$ cat config.mk
export PLATFORM = sky130hd
export DESIGN_NAME = ppu_div
export DESIGN_NICKNAME = d
export VERILOG_FILES = /design/src/sv/ppu_pkg.sv /design/src/sv/ppu_div.sv
export SDC_FILE = /design/constraint.sdc
export NUM_CORES = 2
export LEC_CHECK = 0
export BUFFER_PORTS_ARGS = -buffer_cell sky130_fd_sc_hd__clkbuf_2
export CAP_MARGIN = 10
export CORE_ASPECT_RATIO = 0.8
export CORE_UTILIZATION = 60
export DETAILED_ROUTE_END_ITERATION = 8
export PLACE_DENSITY = 0.87
export SYNTH_ARGS = -nofsm -noshare
export SYNTH_HDL_FRONTEND = slang
export SYNTH_SLANG_ARGS = --single-unit
export TNS_END_PERCENT = 5
$ cat constraint.sdc
create_clock -name clk -period 20.3 [get_ports clk]
set_input_delay 4.06 -clock clk [delete_from_list [all_inputs] [get_ports clk]]
set_output_delay 4.06 -clock clk [all_outputs]
set_load 0.1 [all_outputs]
$ cat src/sv/ppu_pkg.sv
// Shared types, constants and helpers for the particle physics update unit.
// Used by ppu_div, ppu_plane and particle_physics_update_unit; depends on nothing.
package ppu_pkg;

	localparam int TABLE_WORDS = 32;
	localparam int PLANE_WORDS = 8;
	localparam int MAX_PLANES = TABLE_WORDS / PLANE_WORDS;
	localparam int TABLE_IDX_W = $clog2(TABLE_WORDS);

	// Word offsets inside one plane record.
	localparam int W_NORMAL = 0;
	localparam int W_POINT = 3;
	localparam int W_RESTITUTION = 6;
	localparam int W_MODE = 7;

	// Pipeline shape.
	localparam int FRONT_STAGES = 5;
	localparam int PLANE_STAGES = 7;
	localparam int DIV_STEPS = 16;
	localparam int DIV_STEPS_PER_STAGE = 2;
	localparam int DIV_STAGES = DIV_STEPS / DIV_STEPS_PER_STAGE;

	localparam logic [16:0] ALPHA_FULL = 17'h10000;
	localparam logic [30:0] AGE_MAX = 31'h7FFF_FFFF;
	localparam logic signed [63:0] SAT_HI = 64'sh0000_0000_7FFF_FFFF;
	localparam logic signed [63:0] SAT_LO = 64'shFFFF_FFFF_8000_0000;

	localparam logic OP_UPDATE = 1'b0;
	localparam logic OP_LOAD_PLANE = 1'b1;

	localparam logic [31:0] MODE_BOUNCE = 32'd1;
	localparam logic [31:0] MODE_RECYCLE = 32'd2;
	localparam logic [31:0] MODE_STICK = 32'd3;

	typedef enum logic [2:0] {
		CFG_GRAVITY_X,
		CFG_GRAVITY_Y,
		CFG_GRAVITY_Z,
		CFG_LIFE_TIME,
		CFG_FADE_IN_TIME,
		CFG_FADE_OUT_TIME
	} cfg_index_t;

	typedef enum logic [1:0] {
		ALPHA_ZERO,
		ALPHA_ONE,
		ALPHA_RAMP
	} alpha_sel_t;

	typedef logic [PLANE_WORDS-1:0][31:0] plane_words_t;
	typedef logic [2:0][31:0] vec_t;

	// Particle state as it travels down the pipeline.
	typedef struct packed {
		vec_t        pos;
		vec_t        vel;
		vec_t        old;
		logic [30:0] age;
		logic        expired;
	} part_t;

	typedef struct packed {
		logic               opcode;
		logic signed [31:0] pos_x;
		logic signed [31:0] pos_y;
		logic signed [31:0] pos_z;
		logic signed [31:0] vel_x;
		logic signed [31:0] vel_y;
		logic signed [31:0] vel_z;
		logic [30:0]        particle_age;
		logic [30:0]        time_step;
		logic [4:0]         word_index;
		logic signed [31:0] word_value;
	} item_t;

	typedef struct packed {
		logic signed [31:0] new_pos_x;
		logic signed [31:0] new_pos_y;
		logic signed [31:0] new_pos_z;
		logic signed [31:0] new_vel_x;
		logic signed [31:0] new_vel_y;
		logic signed [31:0] new_vel_z;
		logic [16:0]        alpha;
		logic               expired;
		logic [30:0]        age_out;
	} result_t;

	function automatic logic signed [63:0] sx64(input logic [31:0] v);
		return $signed({{32{v[31]}}, v});
	endfunction

	function automatic logic [31:0] sat32(input logic signed [63:0] v);
		logic [31:0] r;
		if (v > SAT_HI) begin
			r = 32'h7FFF_FFFF;
		end else if (v < SAT_LO) begin
			r = 32'h8000_0000;
		end else begin
			r = v[31:0];
		end
		return r;
	endfunction

endpackage

$ cat src/sv/ppu_div.sv
// Pipelined restoring divider that forms the 16-bit fade ramp quotient.
// Depends on ppu_pkg.
module ppu_div (
	input  logic                 clk,
	input  logic                 adv,
	input  logic [30:0]          num,
	input  logic [30:0]          den,
	input  ppu_pkg::alpha_sel_t  sel,
	output logic [16:0]          alpha
);
	import ppu_pkg::*;

	logic [30:0]          rem_s [DIV_STAGES];
	logic [30:0]          den_s [DIV_STAGES];
	logic [DIV_STEPS-1:0] quo_s [DIV_STAGES];
	alpha_sel_t           sel_s [DIV_STAGES];

	for (genvar k = 0; k < DIV_STAGES; k++) begin : gen_stage
		logic [30:0]          r_in;
		logic [30:0]          d_in;
		logic [DIV_STEPS-1:0] q_in;
		alpha_sel_t           s_in;
		logic [30:0]          r_nx;
		logic [DIV_STEPS-1:0] q_nx;

		if (k == 0) begin : gen_first
			assign r_in = num;
			assign d_in = den;
			assign q_in = '0;
			assign s_in = sel;
		end else begin : gen_next
			assign r_in = rem_s[k-1];
			assign d_in = den_s[k-1];
			assign q_in = quo_s[k-1];
			assign s_in = sel_s[k-1];
		end

		// The numerator is below the divisor, so each step yields one quotient bit.
		always_comb begin
			logic [31:0] r2;
			r_nx = r_in;
			q_nx = q_in;
			for (int j = 0; j < DIV_STEPS_PER_STAGE; j++) begin
				r2 = {r_nx, 1'b0};
				if (r2 >= {1'b0, d_in}) begin
					r_nx = 31'(r2 - {1'b0, d_in});
					q_nx = {q_nx[DIV_STEPS-2:0], 1'b1};
				end else begin
					r_nx = r2[30:0];
					q_nx = {q_nx[DIV_STEPS-2:0], 1'b0};
				end
			end
		end

		always_ff @(posedge clk) begin
			if (adv) begin
				rem_s[k] <= r_nx;
				den_s[k] <= d_in;
				quo_s[k] <= q_nx;
				sel_s[k] <= s_in;
			end
		end
	end

	always_comb begin
		case (sel_s[DIV_STAGES-1])
			ALPHA_ZERO: alpha = '0;
			ALPHA_ONE:  alpha = ALPHA_FULL;
			ALPHA_RAMP: alpha = {1'b0, quo_s[DIV_STAGES-1]};
			default:    alpha = '0;
		endcase
	end

endmodule

# [Word level (Yosys, flattened, before mapping)]
# Memories as Yosys holds them, arrays and structs flattened.
# Cells that the tools add are included.
# Widths: inputs -> output; s select.
[totals] n_memories=4 word_cells=73 ram_bits=640 in_bits=66 output_inout_bits=17 regBits=0
[mem_list] memory="den_s" depth=8 word_bits=31 read_ports=7 rd_clocked_by_memory_dff=0 write_ports=8 line_no="ppu_div.sv:14" text="logic [30:0] den_s [DIV_STAGES];"
[mem_list] memory="rem_s" depth=8 word_bits=31 read_ports=7 rd_clocked_by_memory_dff=0 write_ports=8 line_no="ppu_div.sv:13" text="logic [30:0] rem_s [DIV_STAGES];"
[mem_list] memory="quo_s" depth=8 word_bits=16 read_ports=8 rd_clocked_by_memory_dff=0 write_ports=8 line_no="ppu_div.sv:15" text="logic [DIV_STEPS-1:0] quo_s [DIV_STAGES];"
[mem_list] memory="sel_s" depth=8 word_bits=2 read_ports=8 rd_clocked_by_memory_dff=0 write_ports=8 line_no="ppu_div.sv:16" text="alpha_sel_t sel_s [DIV_STAGES];"
[classes] add_sub_neg=16 mux=35 magnitude_cmp=16 n_eq_ne=2
[op_table] operator="$ge 32x31->1" n=16
[op_table] operator="$mux 31" n=16
[op_table] operator="$sub 31x31->31" n=16
[op_table] operator="$pmux 17 s2" n=1
[op_table] operator="$mux 1" n=18
[op_table] operator="$eq 2x1->1 const B" n=1
[op_table] operator="$eq 2x2->1 const B" n=1

# [Logic depth before layout (Yosys ltp)]
# An unclocked memory read counts as a cell.
[logic_depth] depth_word=5 ltp_mapped=28 ltp_nobuf=23

# [Least setup slack after synthesis]
# Ideal clock, no wire load.
[synth_timing] path_kind="input-to-reg" startpoint="in den[0]" endpoint="mem rem_s[0][10], data pin" arrival_time_ns=9.074 setup_ns=0.260 stages=25 path_slack_ns=10.966 path_buffers=2 required_ns=20.040 path_cell_list="inv_1 fa_1 nand3_1 a21oi_1 or3_1 a211o_1 o211ai_1 a31oi_1 nor2_1 inv_1 clkbuf_1 nor2_1 a21oi_1 ha_1 a21o_1 a21o_1 a21o_1 and3_1 a311oi_1 nor2_1 o21ai_0 o21ai_0 nor2_1 buf_2 mux2_2"
[synth_rtl] item="start, declared" line_no="ppu_div.sv:7" text="input logic [30:0] den,"
[synth_rtl] item="end, declared" line_no="ppu_div.sv:13"

==> results by stage <==
Run status:
- The run finished with clean final reports.

Timing:
- The worst hold margin is 0.416 ns.
- The worst setup margin is 9.74 ns.
- The setup-violating endpoint count in the final report is 0.
- On the final layout, the worst clock skew is 0.0427 ns.
- Setup repair after global routing left no endpoint under its margin.
- The minimum clock period is 10.56 ns.
- The worst pin sits at a relative slew slack of 26.0%.
- Static timing analysis puts the maximum clock frequency at 94.7 MHz.
- At the pin with the least slew margin, the transition time is 1.08 ns.
- The portion of the clock cycle consumed by the worst path in the final layout is 52.0%.
- The setup TNS is 0 ns.
- The number of hold violations in the final report is 0.
- The final max-slew violation count is 0.

Logic synthesis:
- The synthesized design contains 522 register bits.
- Sequential cells were found to cover 34.8% of the synthesized design area.
- The synthesized netlist cell count is 4,877.
- The cell type contributing the most total cell area after synthesis is sky130_fd_sc_hd__edfxtp_1.
- Ranked by instance count, the synthesized netlist is headed by sky130_fd_sc_hd__edfxtp_1, sky130_fd_sc_hd__ha_1, sky130_fd_sc_hd__a21oi_1.
- The net count after synthesis is 5,438.
- By area the synthesized netlist is led by sky130_fd_sc_hd__edfxtp_1, sky130_fd_sc_hd__ha_1, sky130_fd_sc_hd__a21oi_1, sky130_fd_sc_hd__xnor2_1, sky130_fd_sc_hd__mux2_2.
- The main flop type after synthesis is sky130_fd_sc_hd__edfxtp_1.
- The distinct cell type count of the synthesized netlist is 88.
- The most common cell in the synthesized netlist is sky130_fd_sc_hd__edfxtp_1.
- The cell area after synthesis is 45,100 µm².
- The count of flip-flops with a built-in enable after synthesis is 522.
- The post-synthesis async set-or-reset flop share is 0%.
- A synthesized cell averages 9.25 µm².
- Yosys printed 0 warnings.
- In this run the biggest area consumer among cell types represents 34.8% of the synthesized area.

Floorplan:
- Measured along the x axis, the die boundary spans 309 µm.
- The initial cell density of the core is 60.9%.
- The count of boundary I/O pins is 83.
- The overall die height is 247 µm.
- The core region is 74,100 µm².
- The die covers 76,300 µm².
- The floorplan has 89 rows.

Detailed routing:
- The first detailed-routing pass ran for 7 iterations.
- The sum of routed wire length over all layers is 122,000 µm.
- The first routing iteration left 5,417 violations.
- In the final routed layout, each cell accounts on average for 20.3 µm.
- The count of nets left with antenna violations once routing finished came out at 0.
- The overall via count from detail_route is 38,600.
- For this run, design rule violations remaining after detail routing come to 0.
- Dividing the detail-routed via count by the number of cells gives 6.44.

Flow run:
- Across the run, the number of max-cap violations was 0.

Place:
- In this run the tool buffered the top-level ports with 82 buffer cells.
- The count of placed standard cells including taps is 5,882.
- OpenSTA, run right after detailed placement, puts the worst setup slack at 9.37 ns.
- The sum of net half-perimeters after detailed placement is 93,100 µm.
- The routability congestion estimate from global placement is 1.00.

Final layout:
- The area of all sequential standard cells is 15,700 µm².
- The fill cell total of the finished layout is 5,850.
- Cells with a size suffix above 1 make up 9.06% of the layout.
- The footprint of the multi-input gates is 27,700 µm².
- For this run, the number of standard cells in the final layout without fillers is 5,992.
- After the last flow step, the layout net total stands at 5,504.
- The layout-stage area growth over the synthesis result is 7.85%.

Clock tree:
- Counting the buffers created by CTS gives 59.
- The library cell used as clock root buffer is sky130_fd_sc_hd__clkbuf_16.
- The hold buffer count at CTS is 0.
- The clock slew seen by the registers of the worst setup and hold paths is 0.06 ns.
- The buffer depth of the longest clock path is 3.
- The TritonCTS clock tree is built.
- The number of resized instances in the post-cts repair step is 0.
- The clock net in this run drives a total of 522 sinks.
- The number of setup buffers added after CTS is 0.
- At the later pin of the worst-skew pair, clock insertion delay measures 0.68 ns.
- The H-tree level count is 2.

GRT:
- Entering global routing, the biggest net connects 176 pins.
- The global-route usage over all layers is 31.5%.
- The first-pass GRT wire length is 193,000 µm.
- The initial antenna violation count is 2.
- The number of global-route vias before repair is 35,400.
- The total grt overflow is 0.

Worst setup path:
- Walking the worst path, the cells encountered are clkbuf_2 > inv_1 > fa_1 > nand3_1 > a21oi_1 > or3_1 > a211o_1 > o211ai_1 > a31oi_1 > nor2_2 > inv_1 > buf_4 > nand2_1 > nand2_1 > ha_1 > a211o_1 > a2111oi_0 > o21ai_0 > a211oi_1 > a21oi_1 > a211oi_1 > o31ai_1 > xor2_1 > mux2_2.
- STA classifies the critical path endpoint as a flop.
- STA puts the critical path data required time at 20.70 ns.
- The slowest stage of the critical path is the sky130_fd_sc_hd__a2111oi_0 cell.
- By startpoint and endpoint, the worst setup path is classified as input port to flop.
- The highest cell delay on the worst timing path is 0.94 ns.
- The worst-path maximum fanout is 18.
- STA classifies the critical path startpoint as an input port.
- For the worst setup path, the data arrival time is 10.95 ns.
- Among cell families on the critical path, the largest total delay comes from compound AO/OA/AOI/OAI gates.
- Counting both buffers and inverters, the worst setup path holds a total of 4.

Min path:
- The min-delay analysis places its worst path in the category flop to flop.
layer usage:
| layer | vias up | share of wire [%] | global-route usage [%] |
|---|---|---|---|
| li1 | 18300 | - | - |
| met1 | 18100 | 47 | 49.1 |
| met2 | 1960 | 39 | 43.5 |
| met3 | 217 | 12 | 6.89 |
| met4 | 2 | 2.1 | 7.57 |
| met5 | - | 0.13 | 0 |
worst reg2reg max path, delay by kind of cell (launching register included):
| kind | cells | cell delay, ns |
|---|---|---|
| buf+inv | 5 | 1.92 |
| fa+ha+maj | 2 | 0.82 |
| flops | 1 | 0.48 |
| simple gates | 2 | 0.44 |
| mux | 2 | 0.97 |
| compound gates | 12 | 3.29 |
worst paths after layout:
check / start / to / slack (ns) / cells after the start
setup reg to reg: den_s[3][0] / rem_s[4][23] / 12.11 / 23
setup / recovery: den[0] / rem_s[0][27] / 9.74 / 24
hold reg to reg: sel_s[0][2] / sel_s[0][4] / 0.42 / 0
hold / removal: sel_s[0][2] / sel_s[0][4] / 0.42 / 0
cell type report:
cell class | instances | share of cell area (%)
Multi-Input combinational cell | 3885 | 56.9
Clock buffer | 64 | 3.12
Tap cell | 1001 | 2.57
Sequential cell | 522 | 32.2
Antenna cell | 1 | 0.00514
Clock inverter | 44 | 1.08
Timing Repair Buffer | 108 | 1.29
Inverter | 367 | 2.83
cells by family (layout without fill, tap and decap cells):
group / Yosys count / in the layout / synth area share, %
other: 0 / 1 / 0
buffers and inverters: 470 / 583 / 3.99
adders and majority gates: 495 / 495 / 13.9
AOI/OAI and AO/OA: 1540 / 1540 / 21.7
muxes: 207 / 207 / 5.20
DFF: 522 / 522 / 34.8
xor gates and xnor gates: 363 / 363 / 7.05
and+or+nand+nor: 1280 / 1280 / 13.4
per-stage QoR:
stage | utilization [%] | instance area (µm²)
floorplan | - | 45100
global placement | 62.9 | 46600
detailed placement | 62.9 | 46600
CTS | 65.7 | 48600
global route | 65.7 | 48600
finish | 65.7 | 48600
sequential cells by signal (all words and copies together), names as in the netlist:
| name | flops |
|---|---|
| den_s | 217 |
| quo_s | 72 |
| sel_s | 16 |
| rem_s | 217 |
placed cells by master (no fill, tap or decap), types with 121 or more instances in the layout:
master	Yosys	routed
sky130_fd_sc_hd__o21ai_0	383	383
sky130_fd_sc_hd__nor2_1	326	324
sky130_fd_sc_hd__a21oi_1	441	441
sky130_fd_sc_hd__inv_1	362	362
sky130_fd_sc_hd__a21o_1	192	192
sky130_fd_sc_hd__xor2_1	121	121
sky130_fd_sc_hd__nand2_1	408	408
sky130_fd_sc_hd__xnor2_1	242	242
sky130_fd_sc_hd__ha_1	487	487
sky130_fd_sc_hd__mux2_2	187	187
sky130_fd_sc_hd__edfxtp_1	522	522
Power is left out: the tool's default activity adds up to more than one toggle a clock period on the data nets, which glitch-free logic cannot reach.
